`src/design/kmsf_pkg.sv`:
```
`timescale 1ns / 1ps
`default_nettype none

package kmsf_pkg;

  localparam int FIFO_DEPTH    = 16;
  localparam int PTR_W         = $clog2(FIFO_DEPTH);
  localparam int SCREEN_HEIGHT = 768;

  localparam int MODE_W   = 3;
  localparam int COORD_W  = 10;
  localparam int BUTTON_W = 3;
  localparam int KEY_W    = 8;
  localparam int BYTE_W   = 8;
  localparam int WORD_W   = 29;

  localparam logic [BYTE_W-1:0] CODE_EXT = 8'hE0;
  localparam logic [BYTE_W-1:0] CODE_BRK = 8'hF0;

  localparam logic [COORD_W-1:0] Y_MAX = COORD_W'(SCREEN_HEIGHT - 1);

  typedef enum logic [MODE_W-1:0] {
    MODE_MOVE        = 3'd0,
    MODE_BTN_PRESS   = 3'd1,
    MODE_BTN_RELEASE = 3'd2,
    MODE_KEY_PRESS   = 3'd3,
    MODE_KEY_RELEASE = 3'd4,
    MODE_STATUS_READ = 3'd5,
    MODE_DATA_READ   = 3'd6
  } mode_t;

  typedef struct packed {
    logic              hit;
    logic              ext;
    logic [BYTE_W-1:0] code;
  } keymap_t;

  // host keycode to scan code set 2
  function automatic keymap_t keymap_lookup(input logic [KEY_W-1:0] key);
    keymap_t r;
    r = '{hit: 1'b1, ext: 1'b0, code: 8'h00};
    unique case (key)
      8'h09: r.code = 8'h76;  8'h43: r.code = 8'h05;  8'h44: r.code = 8'h06;
      8'h45: r.code = 8'h04;  8'h46: r.code = 8'h0C;  8'h47: r.code = 8'h03;
      8'h48: r.code = 8'h0B;  8'h49: r.code = 8'h83;  8'h4A: r.code = 8'h0A;
      8'h4B: r.code = 8'h01;  8'h4C: r.code = 8'h09;  8'h5F: r.code = 8'h78;
      8'h60: r.code = 8'h07;
      8'h31: r.code = 8'h0E;  8'h0A: r.code = 8'h16;  8'h0B: r.code = 8'h1E;
      8'h0C: r.code = 8'h26;  8'h0D: r.code = 8'h25;  8'h0E: r.code = 8'h2E;
      8'h0F: r.code = 8'h36;  8'h10: r.code = 8'h3D;  8'h11: r.code = 8'h3E;
      8'h12: r.code = 8'h46;  8'h13: r.code = 8'h45;  8'h14: r.code = 8'h4E;
      8'h15: r.code = 8'h55;  8'h16: r.code = 8'h66;
      8'h17: r.code = 8'h0D;  8'h18: r.code = 8'h15;  8'h19: r.code = 8'h1D;
      8'h1A: r.code = 8'h24;  8'h1B: r.code = 8'h2D;  8'h1C: r.code = 8'h2C;
      8'h1D: r.code = 8'h35;  8'h1E: r.code = 8'h3C;  8'h1F: r.code = 8'h43;
      8'h20: r.code = 8'h44;  8'h21: r.code = 8'h4D;  8'h22: r.code = 8'h54;
      8'h23: r.code = 8'h5B;  8'h24: r.code = 8'h5A;  8'h4E: r.code = 8'h7E;
      8'h42: r.code = 8'h58;  8'h26: r.code = 8'h1C;  8'h27: r.code = 8'h1B;
      8'h28: r.code = 8'h23;  8'h29: r.code = 8'h2B;  8'h2A: r.code = 8'h34;
      8'h2B: r.code = 8'h33;  8'h2C: r.code = 8'h3B;  8'h2D: r.code = 8'h42;
      8'h2E: r.code = 8'h4B;  8'h2F: r.code = 8'h4C;  8'h30: r.code = 8'h52;
      8'h33: r.code = 8'h5D;
      8'h32: r.code = 8'h12;  8'h5E: r.code = 8'h61;  8'h34: r.code = 8'h1A;
      8'h35: r.code = 8'h22;  8'h36: r.code = 8'h21;  8'h37: r.code = 8'h2A;
      8'h38: r.code = 8'h32;  8'h39: r.code = 8'h31;  8'h3A: r.code = 8'h3A;
      8'h3B: r.code = 8'h41;  8'h3C: r.code = 8'h49;  8'h3D: r.code = 8'h4A;
      8'h3E: r.code = 8'h59;
      8'h25: r.code = 8'h14;
      8'h73: begin r.code = 8'h69; r.ext = 1'b1; end
      8'h40: r.code = 8'h11;  8'h41: r.code = 8'h29;
      8'h71: begin r.code = 8'h6B; r.ext = 1'b1; end
      8'h74: begin r.code = 8'h72; r.ext = 1'b1; end
      8'h75: begin r.code = 8'h7A; r.ext = 1'b1; end
      8'h6D: begin r.code = 8'h14; r.ext = 1'b1; end
      8'h6F: begin r.code = 8'h75; r.ext = 1'b1; end
      8'h72: begin r.code = 8'h74; r.ext = 1'b1; end
      8'h6A: begin r.code = 8'h4A; r.ext = 1'b1; end
      8'h61: begin r.code = 8'h6C; r.ext = 1'b1; end
      8'h63: begin r.code = 8'h7D; r.ext = 1'b1; end
      8'h6B: begin r.code = 8'h71; r.ext = 1'b1; end
      8'h67: begin r.code = 8'h69; r.ext = 1'b1; end
      8'h69: begin r.code = 8'h7A; r.ext = 1'b1; end
      8'h62: begin r.code = 8'h75; r.ext = 1'b1; end
      8'h64: begin r.code = 8'h6B; r.ext = 1'b1; end
      8'h68: begin r.code = 8'h5A; r.ext = 1'b1; end
      8'h66: begin r.code = 8'h74; r.ext = 1'b1; end
      8'h4D: r.code = 8'h77;
      8'h70: begin r.code = 8'h7D; r.ext = 1'b1; end
      8'h3F: r.code = 8'h7C;  8'h52: r.code = 8'h7B;  8'h4F: r.code = 8'h6C;
      8'h50: r.code = 8'h75;  8'h51: r.code = 8'h7D;  8'h56: r.code = 8'h79;
      8'h53: r.code = 8'h6B;  8'h54: r.code = 8'h73;  8'h55: r.code = 8'h74;
      8'h57: r.code = 8'h69;  8'h58: r.code = 8'h72;  8'h59: r.code = 8'h7A;
      8'h6C: begin r.code = 8'h11; r.ext = 1'b1; end
      8'h5A: r.code = 8'h70;  8'h5B: r.code = 8'h71;
      8'h6E: begin r.code = 8'h6C; r.ext = 1'b1; end
      8'h76: begin r.code = 8'h70; r.ext = 1'b1; end
      8'h77: begin r.code = 8'h71; r.ext = 1'b1; end
      8'h85: begin r.code = 8'h1F; r.ext = 1'b1; end
      8'h86: begin r.code = 8'h27; r.ext = 1'b1; end
      8'h87: begin r.code = 8'h2F; r.ext = 1'b1; end
      default: r.hit = 1'b0;
    endcase
    return r;
  endfunction

endpackage

`default_nettype wire

```
`src/design/kmsf_if.sv`:
```
`timescale 1ns / 1ps
`default_nettype none

interface kmsf_req_if import kmsf_pkg::*; ();
  logic                valid;
  logic                ready;
  logic [MODE_W-1:0]   mode;
  logic [COORD_W-1:0]  pointer_x;
  logic [COORD_W-1:0]  pointer_y;
  logic [BUTTON_W-1:0] button_number;
  logic [KEY_W-1:0]    key_code;

  modport source (output valid, mode, pointer_x, pointer_y, button_number, key_code,
                  input ready);
  modport sink   (input valid, mode, pointer_x, pointer_y, button_number, key_code,
                  output ready);
endinterface

interface kmsf_rsp_if import kmsf_pkg::*; ();
  logic              valid;
  logic              ready;
  logic [WORD_W-1:0] read_data;

  modport source (output valid, read_data, input ready);
  modport sink   (input valid, read_data, output ready);
endinterface

`default_nettype wire

```
`src/design/keyboard_mouse_scan_fifo.sv`:
```
`timescale 1ns / 1ps
`default_nettype none

// a read result goes from the stage register into the result register
// one request per cycle unless a read stalls; key events push up to three bytes at once
// the stage register holds a request until the result register can take it
// reset clears fifo pointers, pointer position and buttons; fifo bytes are not cleared
module keyboard_mouse_scan_fifo import kmsf_pkg::*; (
  input  wire          clk,
  input  wire          rst,
  kmsf_req_if.sink     req,
  kmsf_rsp_if.source   rsp
);

  // stage register
  logic                s_valid;
  logic [MODE_W-1:0]   s_mode;
  logic [COORD_W-1:0]  s_x;
  logic [COORD_W-1:0]  s_y;
  logic [BUTTON_W-1:0] s_btn;
  logic [KEY_W-1:0]    s_key;

  // block state
  logic [BYTE_W-1:0]   scan_fifo [FIFO_DEPTH];
  logic [PTR_W-1:0]    wr_ptr, wr_ptr_next;
  logic [PTR_W-1:0]    rd_ptr, rd_ptr_next;
  logic [COORD_W-1:0]  mouse_x, mouse_x_next;
  logic [COORD_W-1:0]  mouse_y, mouse_y_next;
  logic [BUTTON_W-1:0] button_bits, button_bits_next;

  // result register
  logic                o_valid;
  logic [WORD_W-1:0]   o_data, o_data_next;

  logic                has_result;
  logic                advance;
  logic                key_ready;
  keymap_t             km;
  logic                key_evt;
  logic                release_evt;
  logic [BYTE_W-1:0]   bytes [3];
  logic [1:0]          n_bytes;
  logic [1:0]          n_push;
  logic [PTR_W-1:0]    used;
  logic [PTR_W-1:0]    free;
  logic [BUTTON_W-1:0] btn_mask;
  logic [COORD_W-1:0]  y_clamped;

  assign has_result = (s_mode == MODE_STATUS_READ) || (s_mode == MODE_DATA_READ);
  assign advance    = s_valid && (!has_result || !o_valid || rsp.ready);
  assign req.ready  = !s_valid || advance;
  assign rsp.valid  = o_valid;
  assign rsp.read_data = o_data;

  assign key_ready = (wr_ptr != rd_ptr);
  assign used      = wr_ptr - rd_ptr;
  assign free      = PTR_W'(FIFO_DEPTH - 1) - used;

  always_comb begin
    km          = keymap_lookup(s_key);
    key_evt     = ((s_mode == MODE_KEY_PRESS) || (s_mode == MODE_KEY_RELEASE)) && km.hit;
    release_evt = (s_mode == MODE_KEY_RELEASE);
    bytes[0]    = km.code;
    bytes[1]    = km.code;
    bytes[2]    = km.code;
    n_bytes     = 2'd1;
    unique case ({km.ext, release_evt})
      2'b00: n_bytes = 2'd1;
      2'b01: begin bytes[0] = CODE_BRK; n_bytes = 2'd2; end
      2'b10: begin bytes[0] = CODE_EXT; n_bytes = 2'd2; end
      2'b11: begin bytes[0] = CODE_EXT; bytes[1] = CODE_BRK; n_bytes = 2'd3; end
      default: n_bytes = 2'd1;
    endcase
    // bytes past a full fifo are dropped, so only the leading ones land
    if (!key_evt) begin
      n_push = 2'd0;
    end else if ({{(PTR_W > 2 ? PTR_W - 2 : 0){1'b0}}, n_bytes} > free) begin
      n_push = free[1:0];
    end else begin
      n_push = n_bytes;
    end
  end

  always_comb begin
    unique case (s_btn)
      3'd1:    btn_mask = 3'b100;
      3'd2:    btn_mask = 3'b010;
      3'd3:    btn_mask = 3'b001;
      default: btn_mask = 3'b000;
    endcase
    y_clamped = (s_y > Y_MAX) ? Y_MAX : s_y;
  end

  always_comb begin
    wr_ptr_next      = wr_ptr + PTR_W'(n_push);
    rd_ptr_next      = rd_ptr;
    mouse_x_next     = mouse_x;
    mouse_y_next     = mouse_y;
    button_bits_next = button_bits;
    o_data_next      = '0;
    if (s_valid) begin
      unique case (s_mode)
        MODE_MOVE: begin
          mouse_x_next = s_x;
          mouse_y_next = Y_MAX - y_clamped;
        end
        MODE_BTN_PRESS:   button_bits_next = button_bits | btn_mask;
        MODE_BTN_RELEASE: button_bits_next = button_bits & ~btn_mask;
        MODE_STATUS_READ: begin
          o_data_next = {key_ready, 1'b0, button_bits, 2'b00, mouse_y, 2'b00, mouse_x};
        end
        MODE_DATA_READ: begin
          if (key_ready) begin
            o_data_next = {{(WORD_W - BYTE_W){1'b0}}, scan_fifo[rd_ptr]};
            rd_ptr_next = rd_ptr + PTR_W'(1);
          end
        end
        default: ;
      endcase
    end
  end

  always_ff @(posedge clk) begin
    if (rst) begin
      s_valid     <= 1'b0;
      o_valid     <= 1'b0;
      wr_ptr      <= '0;
      rd_ptr      <= '0;
      mouse_x     <= '0;
      mouse_y     <= '0;
      button_bits <= '0;
    end else begin
      if (req.ready) begin
        s_valid <= req.valid;
      end
      if (advance) begin
        wr_ptr      <= wr_ptr_next;
        rd_ptr      <= rd_ptr_next;
        mouse_x     <= mouse_x_next;
        mouse_y     <= mouse_y_next;
        button_bits <= button_bits_next;
      end
      if (advance && has_result) begin
        o_valid <= 1'b1;
      end else if (rsp.ready) begin
        o_valid <= 1'b0;
      end
    end
  end

  always_ff @(posedge clk) begin
    if (req.ready && req.valid) begin
      s_mode <= req.mode;
      s_x    <= req.pointer_x;
      s_y    <= req.pointer_y;
      s_btn  <= req.button_number;
      s_key  <= req.key_code;
    end
    if (advance && has_result) begin
      o_data <= o_data_next;
    end
    if (advance) begin
      for (int i = 0; i < 3; i++) begin
        if (2'(i) < n_push) begin
          scan_fifo[wr_ptr + PTR_W'(i)] <= bytes[i];
        end
      end
    end
  end

endmodule

`default_nettype wire
```
`src/flat_wrapper.sv`:
```
// flat-port wrapper written by rule: the top's interface ports become plain ports
module keyboard_mouse_scan_fifo_flat import kmsf_pkg::*;
  (clk, rst, req_valid, req_mode, req_pointer_x, req_pointer_y, req_button_number, req_key_code, req_ready, rsp_valid, rsp_read_data, rsp_ready);
  kmsf_req_if req_i ();
  kmsf_rsp_if rsp_i ();
  input  wire clk;
  input  wire rst;
  input wire logic [$bits(req_i.valid)-1:0] req_valid;
  input wire logic [$bits(req_i.mode)-1:0] req_mode;
  input wire logic [$bits(req_i.pointer_x)-1:0] req_pointer_x;
  input wire logic [$bits(req_i.pointer_y)-1:0] req_pointer_y;
  input wire logic [$bits(req_i.button_number)-1:0] req_button_number;
  input wire logic [$bits(req_i.key_code)-1:0] req_key_code;
  output wire logic [$bits(req_i.ready)-1:0] req_ready;
  output wire logic [$bits(rsp_i.valid)-1:0] rsp_valid;
  output wire logic [$bits(rsp_i.read_data)-1:0] rsp_read_data;
  input wire logic [$bits(rsp_i.ready)-1:0] rsp_ready;
  assign req_i.valid = req_valid;
  assign req_i.mode = req_mode;
  assign req_i.pointer_x = req_pointer_x;
  assign req_i.pointer_y = req_pointer_y;
  assign req_i.button_number = req_button_number;
  assign req_i.key_code = req_key_code;
  assign req_ready = req_i.ready;
  assign rsp_valid = rsp_i.valid;
  assign rsp_read_data = rsp_i.read_data;
  assign rsp_i.ready = rsp_ready;
  keyboard_mouse_scan_fifo u_core (.clk(clk), .rst(rst), .req(req_i), .rsp(rsp_i));
endmodule
```
`config.mk`:
```
export PLATFORM = sky130hd
export DESIGN_NAME = keyboard_mouse_scan_fifo_flat
export DESIGN_NICKNAME = d
export VERILOG_FILES = /design/src/design/kmsf_pkg.sv /design/src/design/kmsf_if.sv /design/src/design/keyboard_mouse_scan_fifo.sv /design/src/flat_wrapper.sv
export SDC_FILE = /design/constraint.sdc
export NUM_CORES = 1
export LEC_CHECK = 0
export ABC_AREA = 0
export BUFFER_PORTS_ARGS = -buffer_cell sky130_fd_sc_hd__buf_2
export CORE_AREA = 2 2 157 159
export DETAILED_ROUTE_END_ITERATION = 16
export DIE_AREA = 0 0 159 161
export GPL_TIMING_DRIVEN = 0
export HOLD_SLACK_MARGIN = 0.02
export PLACE_DENSITY = 0.77
export SYNTH_ARGS = -nofsm -noshare
export SYNTH_HDL_FRONTEND = slang
export SYNTH_SLANG_ARGS = --single-unit
```
`constraint.sdc`:
```
create_clock -name clk -period 4.85 [get_ports clk]
set_input_delay 0.97 -clock clk [delete_from_list [all_inputs] [get_ports clk]]
set_output_delay 0.97 -clock clk [all_outputs]
set_load 0.05 [all_outputs]
```
# Yosys cells after proc, flatten, opt, wreduce, memory -nomap -nowiden
# Memory sizes are Yosys's and may differ from the RTL's. A register that Yosys moved wholly into a read port is not among the register bits.
# Cells that the tools add are included.
# word_totals
n_memories	1
register_bits	96
ramBits	128
# classes
bitwise_logic	3
n_eq_ne	124
n_addsub	7
order_cmp	5
mux	26
reduce_logical	37
# memory_table
name	depth	width	rd	rd_clocked_by_memory_dff	write_ports	line	source
u_core.scan_fifo	16	8	1	1	3	keyboard_mouse_scan_fifo.sv:24	logic [BYTE_W-1:0] scan_fifo [FIFO_DEPTH];
# ops
operator	n
case mux 8 bit (89 select lines)	1
== test 8 x 7 -> 1 bit, second input constant	53
== test 8 x 6 -> 1 bit, second input constant	32
== test 8 x 5 -> 1 bit, second input constant	16
OR reduction 111 bit	1
case mux 29 bit (2 select lines)	1
== test 8 x 4 -> 1 bit, second input constant	7
OR reduction 25 bit	1
== test 8 bit, second input constant	3
OR reduction 3 bit	8
2-to-1 mux 8 bit	2
case mux 8 bit (2 select lines)	1
OR reduction 2 bit	8
2-to-1 mux 1 bit	13
== test 3 x 2 -> 1 bit, second input constant	4
greater-than comparator 10 bit, second input constant	1
2-to-1 mux 10 bit	1
subtractor 10 bit, first input constant	1
== test 3 bit, second input constant	3
case mux 3 bit (3 select lines)	1
adder 4 x 1 -> 4 bit, second input constant	2
2-to-1 mux 4 bit	2
== test 3 x 1 -> 1 bit, second input constant	2
case mux 2 bit (3 select lines)	1
other kinds (23)	37

# Longest topological paths before layout
# Gate-level depths: netlist (run 1).
# logic_depth
word_depth	13
depth_mapped	22
ltp_nobuf	19

# Least setup slack after synthesis (run 1)
# OpenSTA, ideal clock, no wires.
# synth_timing
kind	register to register
start	register u_core.s_key[4]
end	register u_core.wr_ptr[2]
arrival_time_ps	4687
t_required_ps	4780
n_path_buf	1
setup_time_ps	70
stages_incl_launch_ff	18
period_less_slack_ps	4757
setup_slack_ps	93
cell_sequence	edfxtp_1 -> buf_4 -> or4b_2 -> nor3_1 -> o31ai_2 -> nand3_2 -> inv_1 -> ha_1 -> ha_1 -> a211oi_1 -> a21oi_1 -> nor2_1 -> o21ai_2 -> nor2_1 -> inv_1 -> fa_1 -> or3_1 -> a21oi_1
# synth_between
elab_chain_len	10
word_cells_on_any_way	126
# synth_rtl
item	line	source
start: declaration	keyboard_mouse_scan_fifo.sv:21	logic [KEY_W-1:0] s_key;
start signal: assignment	keyboard_mouse_scan_fifo.sv:157	s_key <= req.key_code;
== test 8 x 7 -> 1 bit or == test 8 bit (tied branches)	kmsf_pkg.sv:42	unique case (key)
OR reduction 25 bit (no line)	--	
2-to-1 mux 1 bit	kmsf_pkg.sv:42	
== test 2 x 1 -> 1 bit or == test 2 bit (tied branches)	keyboard_mouse_scan_fifo.sv:67	unique case ({km.ext, release_evt})
OR reduction 2 bit (no line)	--	
case mux 2 bit (3 select lines)	keyboard_mouse_scan_fifo.sv:67	
greater-than comparator 2 x 4 -> 1 bit	keyboard_mouse_scan_fifo.sv:77	end else if ({{(PTR_W > 2 ? PTR_W - 2 : 0){1'b0}}, n_bytes} > free) begin
2-to-1 mux 2 bit	keyboard_mouse_scan_fifo.sv:77	
2-to-1 mux 2 bit (*)	keyboard_mouse_scan_fifo.sv:75	if (!key_evt) begin
adder 4 x 2 -> 4 bit (*)	keyboard_mouse_scan_fifo.sv:95	wr_ptr_next = wr_ptr + PTR_W'(n_push);
end signal: assignment	keyboard_mouse_scan_fifo.sv:137	wr_ptr <= wr_ptr_next;
end: declaration	keyboard_mouse_scan_fifo.sv:25	logic [PTR_W-1:0] wr_ptr, wr_ptr_next;
# Every way passes the cells marked *; elsewhere a longest branch is shown, timed or not.
# A chain may end at the register's enable or synchronous reset.

==> metrics.log, run 1 <==
INFO  metric outcome = completed
INFO  metric design.portCount = 69
INFO  metric cp-end-kind = flip-flop
INFO  metric antenna_violating_nets_post_route = 0
INFO  metric clock_tree.buffer_depth = 3
INFO  metric synth_edf_count = roughly 190
INFO  metric place_hpwl = approximately 31000 microns
INFO  metric reg2reg_slack = ~0.13 ns
INFO  metric route.detailed.vias_per_inst = roughly 6.8
INFO  metric hp-class = flip-flop to flip-flop
INFO  metric internal_dissipation = 3.377 mW
INFO  metric power_switching_share = 0.2562
INFO  metric synth_cells = roughly 1200
INFO  metric die_width = between 150 and 200 microns
INFO  metric initial_core_util = 0.5516
INFO  metric crit_path_max_fanout = 10
INFO  metric design.core.area = ~24000 sq um
INFO  metric powerDensity = around 300 nW/um^2
INFO  metric totalWireLength = roughly 43000 microns
INFO  metric synth-seq-area-share = 0.4786
INFO  metric preCtsSetupSlack = -0.9927 ns
INFO  metric fin_nets = around 1400
INFO  metric grt_antenna_before_repair = 1
INFO  metric setup_repair_after_global_routing_missed_its_margin = no
INFO  metric grt_start_max_net_pins = 22
INFO  metric clkPwrFrac = 0.386
INFO  metric final_cell_mix = 186 x sky130_fd_sc_hd__edfxtp_1, 112 x sky130_fd_sc_hd__a21oi_1, 88 x sky130_fd_sc_hd__nand2_1, 80 x sky130_fd_sc_hd__nor2_1, 78 x sky130_fd_sc_hd__buf_2
INFO  metric detailedRoute.firstPassIterationCount = 7
INFO  metric finalHoldViolCount = 0
INFO  metric layoutNonFillerInstCount = roughly 1700
INFO  metric groute.usage.overall = 0.3241
INFO  metric cts_root_buffer = sky130_fd_sc_hd__clkbuf_16
INFO  metric leakagePower = 5.155 nW
INFO  metric worst_slack = approximately 0.13 ns
INFO  metric clkLatencyLatePin = 0.51 ns
INFO  metric timing.final.max_slew_violations = 0
INFO  metric cts_tree = yes
INFO  metric power.net_switching = roughly 1.2 mW
INFO  metric placedCellCount = 1629
INFO  metric skew = roughly 0.020 ns
INFO  metric ant_diodes = 0
INFO  metric drv_cap = 0
INFO  metric synth.cell_area = between 10000 and 15000 sq um
INFO  metric wire_per_inst = 25.17 microns
INFO  metric final_common_cell = sky130_fd_sc_hd__edfxtp_1
INFO  metric ys_warn_count = 0
INFO  metric critical_path_class = flip-flop to flip-flop
INFO  metric routability_congestion_estimate_from_global_placement = about 1.1
INFO  metric buffer_ports.inserted = 62
INFO  metric cts_sinks = ~220
INFO  metric synth_flop_cell = sky130_fd_sc_hd__edfxtp_1
INFO  metric crit_arrival = 4.93 ns
INFO  metric cp_slowest_stage_delay = roughly 0.50 ns
INFO  metric dieHeight = between 150 and 200 microns
INFO  metric final.setup.tns = 0 ns
INFO  metric worst_ir_drop_vdd = 0.0002320 V
INFO  metric hold-worst-slack = roughly 0.45 ns
INFO  metric startpoint_type = flip-flop
INFO  metric maxSlewHeadroom = 0.08181
INFO  metric max_freq = around 0.21 GHz
INFO  metric pwr-share-comb = 0.141
INFO  metric power.share.sequential = 0.472
INFO  metric timing.critical_path.slowest_stage_cell = sky130_fd_sc_hd__nor4bb_4
INFO  metric min-delay-start = u_core.mouse_x[9]
INFO  metric first_pass_grt_wire_length = 64030 microns
INFO  metric syn_avg_cell_area = between 10 and 15 sq um
INFO  metric worst_slew_pin_slew = roughly 1.4 ns
INFO  metric detail_route.iter0.violations = roughly 1700
INFO  metric vias = roughly 12000
INFO  metric fraction_of_final_layout_cells_sized_beyond_drive_strength_1 = 0.2200
INFO  metric placement_rows = 57
INFO  metric critical_path_required = between 5 and 6 ns
INFO  metric ys_ff_latch = around 220
INFO  metric hold_buffers = 0
INFO  metric final_core_utilization = 0.6372
INFO  metric total_clock_buffers_created_by_cts = 23
INFO  metric synth_cell_types = about 110
INFO  metric drt_drc_violations_left = 0
INFO  metric synth-async-reset-ratio = 0
INFO  metric fin_crit = about 4.7 ns
INFO  metric cpMostUsedCell = sky130_fd_sc_hd__buf_4
INFO  metric die-area = around 26000 sq um
INFO  metric grt-ovfl-total = 0
INFO  metric area_growth = 15.50%
INFO  metric crit_path_cell_trace = buf_4, nor4bb_4, and3_4, o31ai_2, nand3_2, inv_1, ha_1, ha_1, a211o_1, or4_4, and2_2, a21oi_2, buf_4, buf_6, nand3_4, o211ai_1, buf_4
INFO  metric timing.hold.worst_path_depth = 2
INFO  metric timing.final.crit_share = 0.9725
INFO  metric hold_end = u_core.mouse_x[9]
INFO  metric cts-htree-levels = 1
INFO  metric timing.rr.start = u_core.s_key[4]
INFO  metric reg2regPathDepth = 17
INFO  metric worst_setup_hold_path_clk_slew = about 0.060 ns
INFO  metric timing.rr.end = u_core.scan_fifo[15][7]
INFO  metric setup-violations-final = 0
INFO  metric critPathLaunch = u_core.s_key[4]
INFO  metric via_count_of_the_first_global_routing_pass = 10980
-- per-layer routing --
| metal | vias up | global-route usage | wire (microns) |
|---|---|---|---|
| met2 | 888 | 0.5180 | 19200 |
| met4 | 2 | 0.1479 | 2224 |
| met5 | - | 0 | 12 |
| met3 | 190 | 0.07036 | 5214 |
| met1 | 5485 | 0.4283 | 15940 |
| li1 | 5018 | - | - |
-- kinds of logic after synthesis --
group	Yosys count	share of synthesized area
muxes	54	0.07875
DFF	223	0.4786
and+or+nand+nor	401	0.1652
other	1	0.0002837
adders and majority gates	15	0.01533
xor gates and xnor gates	17	0.01126
buffers and inverters	145	0.05471
AOI/OAI and AO/OA	381	0.1959
-- worst max-delay path, delay by kind of cell, from the launching register on --
| family | cells | cell delay [ns] |
|---|---|---|
| AND/OR/NAND/NOR | 6 | 1.72 |
| buffers and inverters | 5 | 0.87 |
| AO/OA/AOI/OAI | 4 | 0.77 |
| adder cells (fa/ha/maj) | 2 | 0.66 |
| flip-flops | 1 | 0.42 |
-- final cells by class --
cell class	count	area [sq um]
Fill cell	1939	8695
Timing Repair Buffer	90	595.6
Tap cell	324	405.4
Buffer	114	623.1
Inverter	29	112.6
Clock buffer	30	651.9
Sequential cell	223	6326
Multi-Input combinational cell	873	6452
Clock inverter	9	101.3
-- synthesized netlist by cell type (12+ instances only) --
cell type | n | area share
sky130_fd_sc_hd__buf_4 | 17 | 0.0097
sky130_fd_sc_hd__a31oi_1 | 17 | 0.0080
sky130_fd_sc_hd__a21oi_1 | 117 | 0.044
sky130_fd_sc_hd__ha_1 | 13 | 0.012
sky130_fd_sc_hd__mux2i_1 | 14 | 0.011
sky130_fd_sc_hd__buf_6 | 12 | 0.010
sky130_fd_sc_hd__edfxtp_1 | 186 | 0.42
sky130_fd_sc_hd__nand2b_1 | 19 | 0.0090
sky130_fd_sc_hd__buf_2 | 20 | 0.0076
sky130_fd_sc_hd__dfxtp_1 | 37 | 0.056
sky130_fd_sc_hd__mux4_2 | 40 | 0.068
sky130_fd_sc_hd__o21ai_0 | 74 | 0.028
sky130_fd_sc_hd__nor3_1 | 46 | 0.017
sky130_fd_sc_hd__nor2_1 | 82 | 0.023
sky130_fd_sc_hd__inv_1 | 29 | 0.0082
sky130_fd_sc_hd__and2_1 | 21 | 0.0099
sky130_fd_sc_hd__nor4_1 | 14 | 0.0066
sky130_fd_sc_hd__clkbuf_1 | 58 | 0.016
sky130_fd_sc_hd__a211oi_1 | 13 | 0.0074
sky130_fd_sc_hd__nand2_1 | 89 | 0.025
sky130_fd_sc_hd__nand3_1 | 43 | 0.016
sky130_fd_sc_hd__o21ai_1 | 19 | 0.0072
sky130_fd_sc_hd__a22oi_1 | 12 | 0.0068
-- power by group through the flow --
stage | clock [mW] | sequential (mW) | combinational (mW)
floorplan | 0 | 2.20 | 0.378
global placement | 0 | 2.19 | 0.574
detailed placement | 0 | 2.19 | 0.586
CTS | 1.77 | 2.15 | 0.595
global route | 1.83 | 2.15 | 0.674
finish | 1.75 | 2.15 | 0.642
-- registers in the layout (all words and copies together), names as in the netlist, named ones only --
name and flops:
u_core.s_valid 1, u_core.s_btn 3, u_core.s_key 8, u_core.s_y 10
u_core.scan_fifo 128, u_core.rsp.valid 1, u_core.s_mode 3, u_core.s_x 10
u_core.rsp.read_data 24, u_core.rd_ptr 4, u_core.wr_ptr 4, u_core.mouse_x 10
u_core.mouse_y 10
-- per-stage QoR --
step                instance area [sq um]  power (mW)
finish                              15270       4.540
global route                        15270       4.647
CTS                                 14960       4.506
detailed placement                  14020       2.771
global placement                    13950       2.760
floorplan                           13230       2.578
-- timing repair --
| item | 4_1_cts | 5_1_grt |
|---|---|---|
| endpoints found under the setup margin | 258 | 190 |
| gates cloned | 0 | 1 |
| setup buffers | 9 | 16 |
| hold endpoints to repair | 0 | 0 |
| pin swaps | 6 | 10 |
| gates resized for setup | 23 | 32 |
-- worst max-delay path by stage --
stage                         endpoint  slack (ns)  cells after the start
2_1_floorplan         u_core.wr_ptr[2]        0.09                     17
3_3_place_gp   u_core.scan_fifo[11][3]       -0.84                     14
3_5_place_dp   u_core.scan_fifo[11][2]       -0.99                     14
4_1_cts        u_core.scan_fifo[15][7]       0.002                     17
5_1_grt         u_core.scan_fifo[3][5]       0.004                     17
6_report       u_core.scan_fifo[15][7]        0.13                     17
(Power assumes the default switching activity.)
==> inputs of run 2 (changes only) <==
--- a/config.mk
+++ b/config.mk
@@ -6,13 +6,14 @@
 export NUM_CORES = 1
 export LEC_CHECK = 0
 export ABC_AREA = 0
-export BUFFER_PORTS_ARGS = -buffer_cell sky130_fd_sc_hd__buf_2
+export BUFFER_PORTS_ARGS = -buffer_cell sky130_fd_sc_hd__clkbuf_2
 export CORE_AREA = 2 2 157 159
 export DETAILED_ROUTE_END_ITERATION = 16
 export DIE_AREA = 0 0 159 161
 export GPL_TIMING_DRIVEN = 0
 export HOLD_SLACK_MARGIN = 0.02
 export PLACE_DENSITY = 0.77
+export SETUP_SLACK_MARGIN = 0.02
 export SYNTH_ARGS = -nofsm -noshare
 export SYNTH_HDL_FRONTEND = slang
 export SYNTH_SLANG_ARGS = --single-unit
==> run 2 against run 1 <==
Count of clock-buffer cells in the layout increased by 1; critical path depth is the same; wire length shrank 0.16%; core utilization decreased by 0.49 points; clock skew rose by 0.0054 ns; critical endpoint is now u_core.scan_fifo[15][0]; highest routed layer is now met4.
==> metrics.log, run 2 (synthesized netlist as in run 1, its figures left out) <==
INFO  metric timing.critical_path.slowest_stage_cell = sky130_fd_sc_hd__or4b_4
INFO  metric critical_path_class = flip-flop to flip-flop
INFO  metric routability_congestion_estimate_from_global_placement = between 1 and 1.5
INFO  metric timing.rr.end = u_core.scan_fifo[15][0]
INFO  metric timing.rr.start = u_core.s_key[4]
INFO  metric fin_crit = around 4.7 ns
INFO  metric route.detailed.vias_per_inst = around 6.9
INFO  metric drv_cap = 0
INFO  metric cts_sinks = ~220
INFO  metric largest_register_ff_count = between 100 and 150
INFO  metric max_flop_register = u_core.scan_fifo
INFO  metric leakagePower = 5.101 nW
INFO  metric worst_ir_drop_vdd = approximately 0.00025 V
INFO  metric crit_path_cell_trace = buf_6, or4b_4, nor3_2, o31ai_2, nand3_2, inv_2, ha_1, ha_1, a211o_1, or4_4, and2_1, a21oi_2, buf_6, buf_6, nand3_4, o211ai_1, buf_4
INFO  metric detailedRoute.firstPassIterationCount = 8
INFO  metric reg2regPathDepth = 17
INFO  metric die_width = about 160 microns
INFO  metric cp_slowest_stage_delay = ~0.60 ns
INFO  metric dieHeight = 161 microns
INFO  metric ant_diodes = 0
INFO  metric worst_slew_pin_slew = 1.300 ns
INFO  metric grt-ovfl-total = 0
INFO  metric crit_path_max_fanout = 10
INFO  metric design.portCount = 69
INFO  metric cp_num_buf_inv = 5
INFO  metric skew = 0.02559 ns
INFO  metric grt_start_max_net_pins = 22
INFO  metric maxSlewHeadroom = 0.1240
INFO  metric via_count_of_the_first_global_routing_pass = about 11000
INFO  metric cts_root_buffer = sky130_fd_sc_hd__clkbuf_16
INFO  metric hold_end = u_core.mouse_x[8]
INFO  metric hold-worst-slack = about 0.45 ns
INFO  metric area_growth = 14.62%
INFO  metric timing.final.max_slew_violations = 0
INFO  metric grt_antenna_before_repair = 1
INFO  metric wire_per_inst = between 20 and 30 microns
INFO  metric drt_drc_violations_left = 0
INFO  metric setup_repair_after_global_routing_missed_its_margin = no
INFO  metric fraction_of_final_layout_cells_sized_beyond_drive_strength_1 = 0.2099
INFO  metric initial_core_util = 0.5516
INFO  metric startpoint_type = flip-flop
INFO  metric outcome = completed
INFO  metric finalHoldViolCount = 0
INFO  metric antenna_violating_nets_post_route = 0
INFO  metric hp-class = flip-flop to flip-flop
INFO  metric place_hpwl = roughly 31000 microns
INFO  metric final_common_cell = sky130_fd_sc_hd__edfxtp_1
INFO  metric worst_path_dominant_cell_family = simple AND/OR/NAND/NOR gates
INFO  metric layoutNonFillerInstCount = 1682
INFO  metric timing.final.crit_share = 0.9735
INFO  metric placement_rows = 57
INFO  metric cts_tree = yes
INFO  metric vias = about 12000
INFO  metric buffer_ports.inserted = 62
INFO  metric cpMostUsedCell = sky130_fd_sc_hd__buf_6
INFO  metric cp-end-kind = flip-flop
INFO  metric fin_nets = ~1400
INFO  metric die-area = 25600 sq um
INFO  metric first_pass_grt_wire_length = 65090 microns
INFO  metric cts-htree-levels = 1
INFO  metric detail_route.iter0.violations = around 1700
INFO  metric crit_arrival = 4.94 ns
INFO  metric critPathLaunch = u_core.s_key[4]
INFO  metric total_clock_buffers_created_by_cts = 23
INFO  metric worst_setup_hold_path_clk_slew = roughly 0.06 ns
INFO  metric max_freq = ~0.21 GHz
INFO  metric timing.hold.worst_path_depth = 2
INFO  metric groute.usage.overall = 0.3295
INFO  metric clock_tree.buffer_depth = 3
INFO  metric setup-violations-final = 0
INFO  metric reg2reg_slack = roughly 0.13 ns
INFO  metric placedCellCount = between 1500 and 2000
INFO  metric min-delay-start = u_core.mouse_x[8]
INFO  metric powerDensity = 299.7 nW/um^2
INFO  metric design.core.area = between 20000 and 25000 sq um
INFO  metric final_cell_mix = 186 x sky130_fd_sc_hd__edfxtp_1, 114 x sky130_fd_sc_hd__a21oi_1, 88 x sky130_fd_sc_hd__nand2_1, 80 x sky130_fd_sc_hd__nor2_1, 71 x sky130_fd_sc_hd__o21ai_0
INFO  metric critical_path_required = just over 5 ns
INFO  metric totalWireLength = 42520 microns
INFO  metric clkLatencyLatePin = between 0.5 and 0.6 ns
[run 2: cell count changes in the layout (fill, tap and decap cells not counted), moves of 3 or more]
cell                       previous run  this run
sky130_fd_sc_hd__buf_2               78        16
sky130_fd_sc_hd__clkbuf_2             0        62
sky130_fd_sc_hd__buf_4               40        27
sky130_fd_sc_hd__clkbuf_1            58        61
[run 2: timing repair]
action                     4_1_cts  5_1_grt
pin swaps                       11        4
hold buffers                     0        0
setup endpoints to repair      259      215
resized for setup               25       24
setup buffers                   12        2
[run 2: tightest hold or removal path, stage by stage (launching register included)]
cell and delay (ns):
sky130_fd_sc_hd__dfxtp_1 0.30, sky130_fd_sc_hd__nand2_1 0.05, sky130_fd_sc_hd__a21oi_1 0.05
[run 2: power breakdown]
part / total, mW / switching, mW / leakage (nW) / internal [mW]
Clock: 1.76 / 0.730 / 0.368 / 1.03
Sequential: 2.15 / 0.0126 / 2.01 / 2.13
Combinational: 0.635 / 0.445 / 2.73 / 0.190
[run 2: worst max-delay path by stage]
stage,end,cells after the start
final,u_core.scan_fifo[15][0],17
after global routing,u_core.scan_fifo[15][0],20
after CTS,u_core.scan_fifo[15][0],17
after detailed placement,u_core.scan_fifo[10][2],14
after global placement,u_core.scan_fifo[11][6],14
after floorplan,u_core.wr_ptr[2],17
[run 2: layout make-up]
class | instances | area [sq um]
Fill cell | 1962 | 8811
Multi-Input combinational cell | 873 | 6424
Sequential cell | 223 | 6326
Clock buffer | 31 | 635.6
Buffer | 114 | 628.1
Timing Repair Buffer | 78 | 508.0
Tap cell | 324 | 405.4
Clock inverter | 10 | 112.6
Inverter | 29 | 112.6
[run 2: stage by stage]
step / cell area [sq um] / setup slack [ns] / power, mW / TNS [ns] / utilization
CTS: 15010 / 0.02148 / 4.510 / 0 / 0.6265
floorplan: 13230 / 0.09268 / 2.578 / 0 / -
global route: 15150 / 0.001830 / 4.659 / 0 / 0.6323
detailed placement: 14020 / -0.8955 / 2.772 / -113.47 / 0.5850
global placement: 13950 / -0.7521 / 2.760 / -84.63 / 0.5821
finish: 15150 / 0.1288 / 4.541 / 0 / 0.6323
[run 2: metal layers]
layer / track usage / part of all wire
met1: 0.4244 / 0.37
met2: 0.5225 / 0.45
met5: 0 / 0
met3: 0.09040 / 0.12
met4: 0.1545 / 0.061
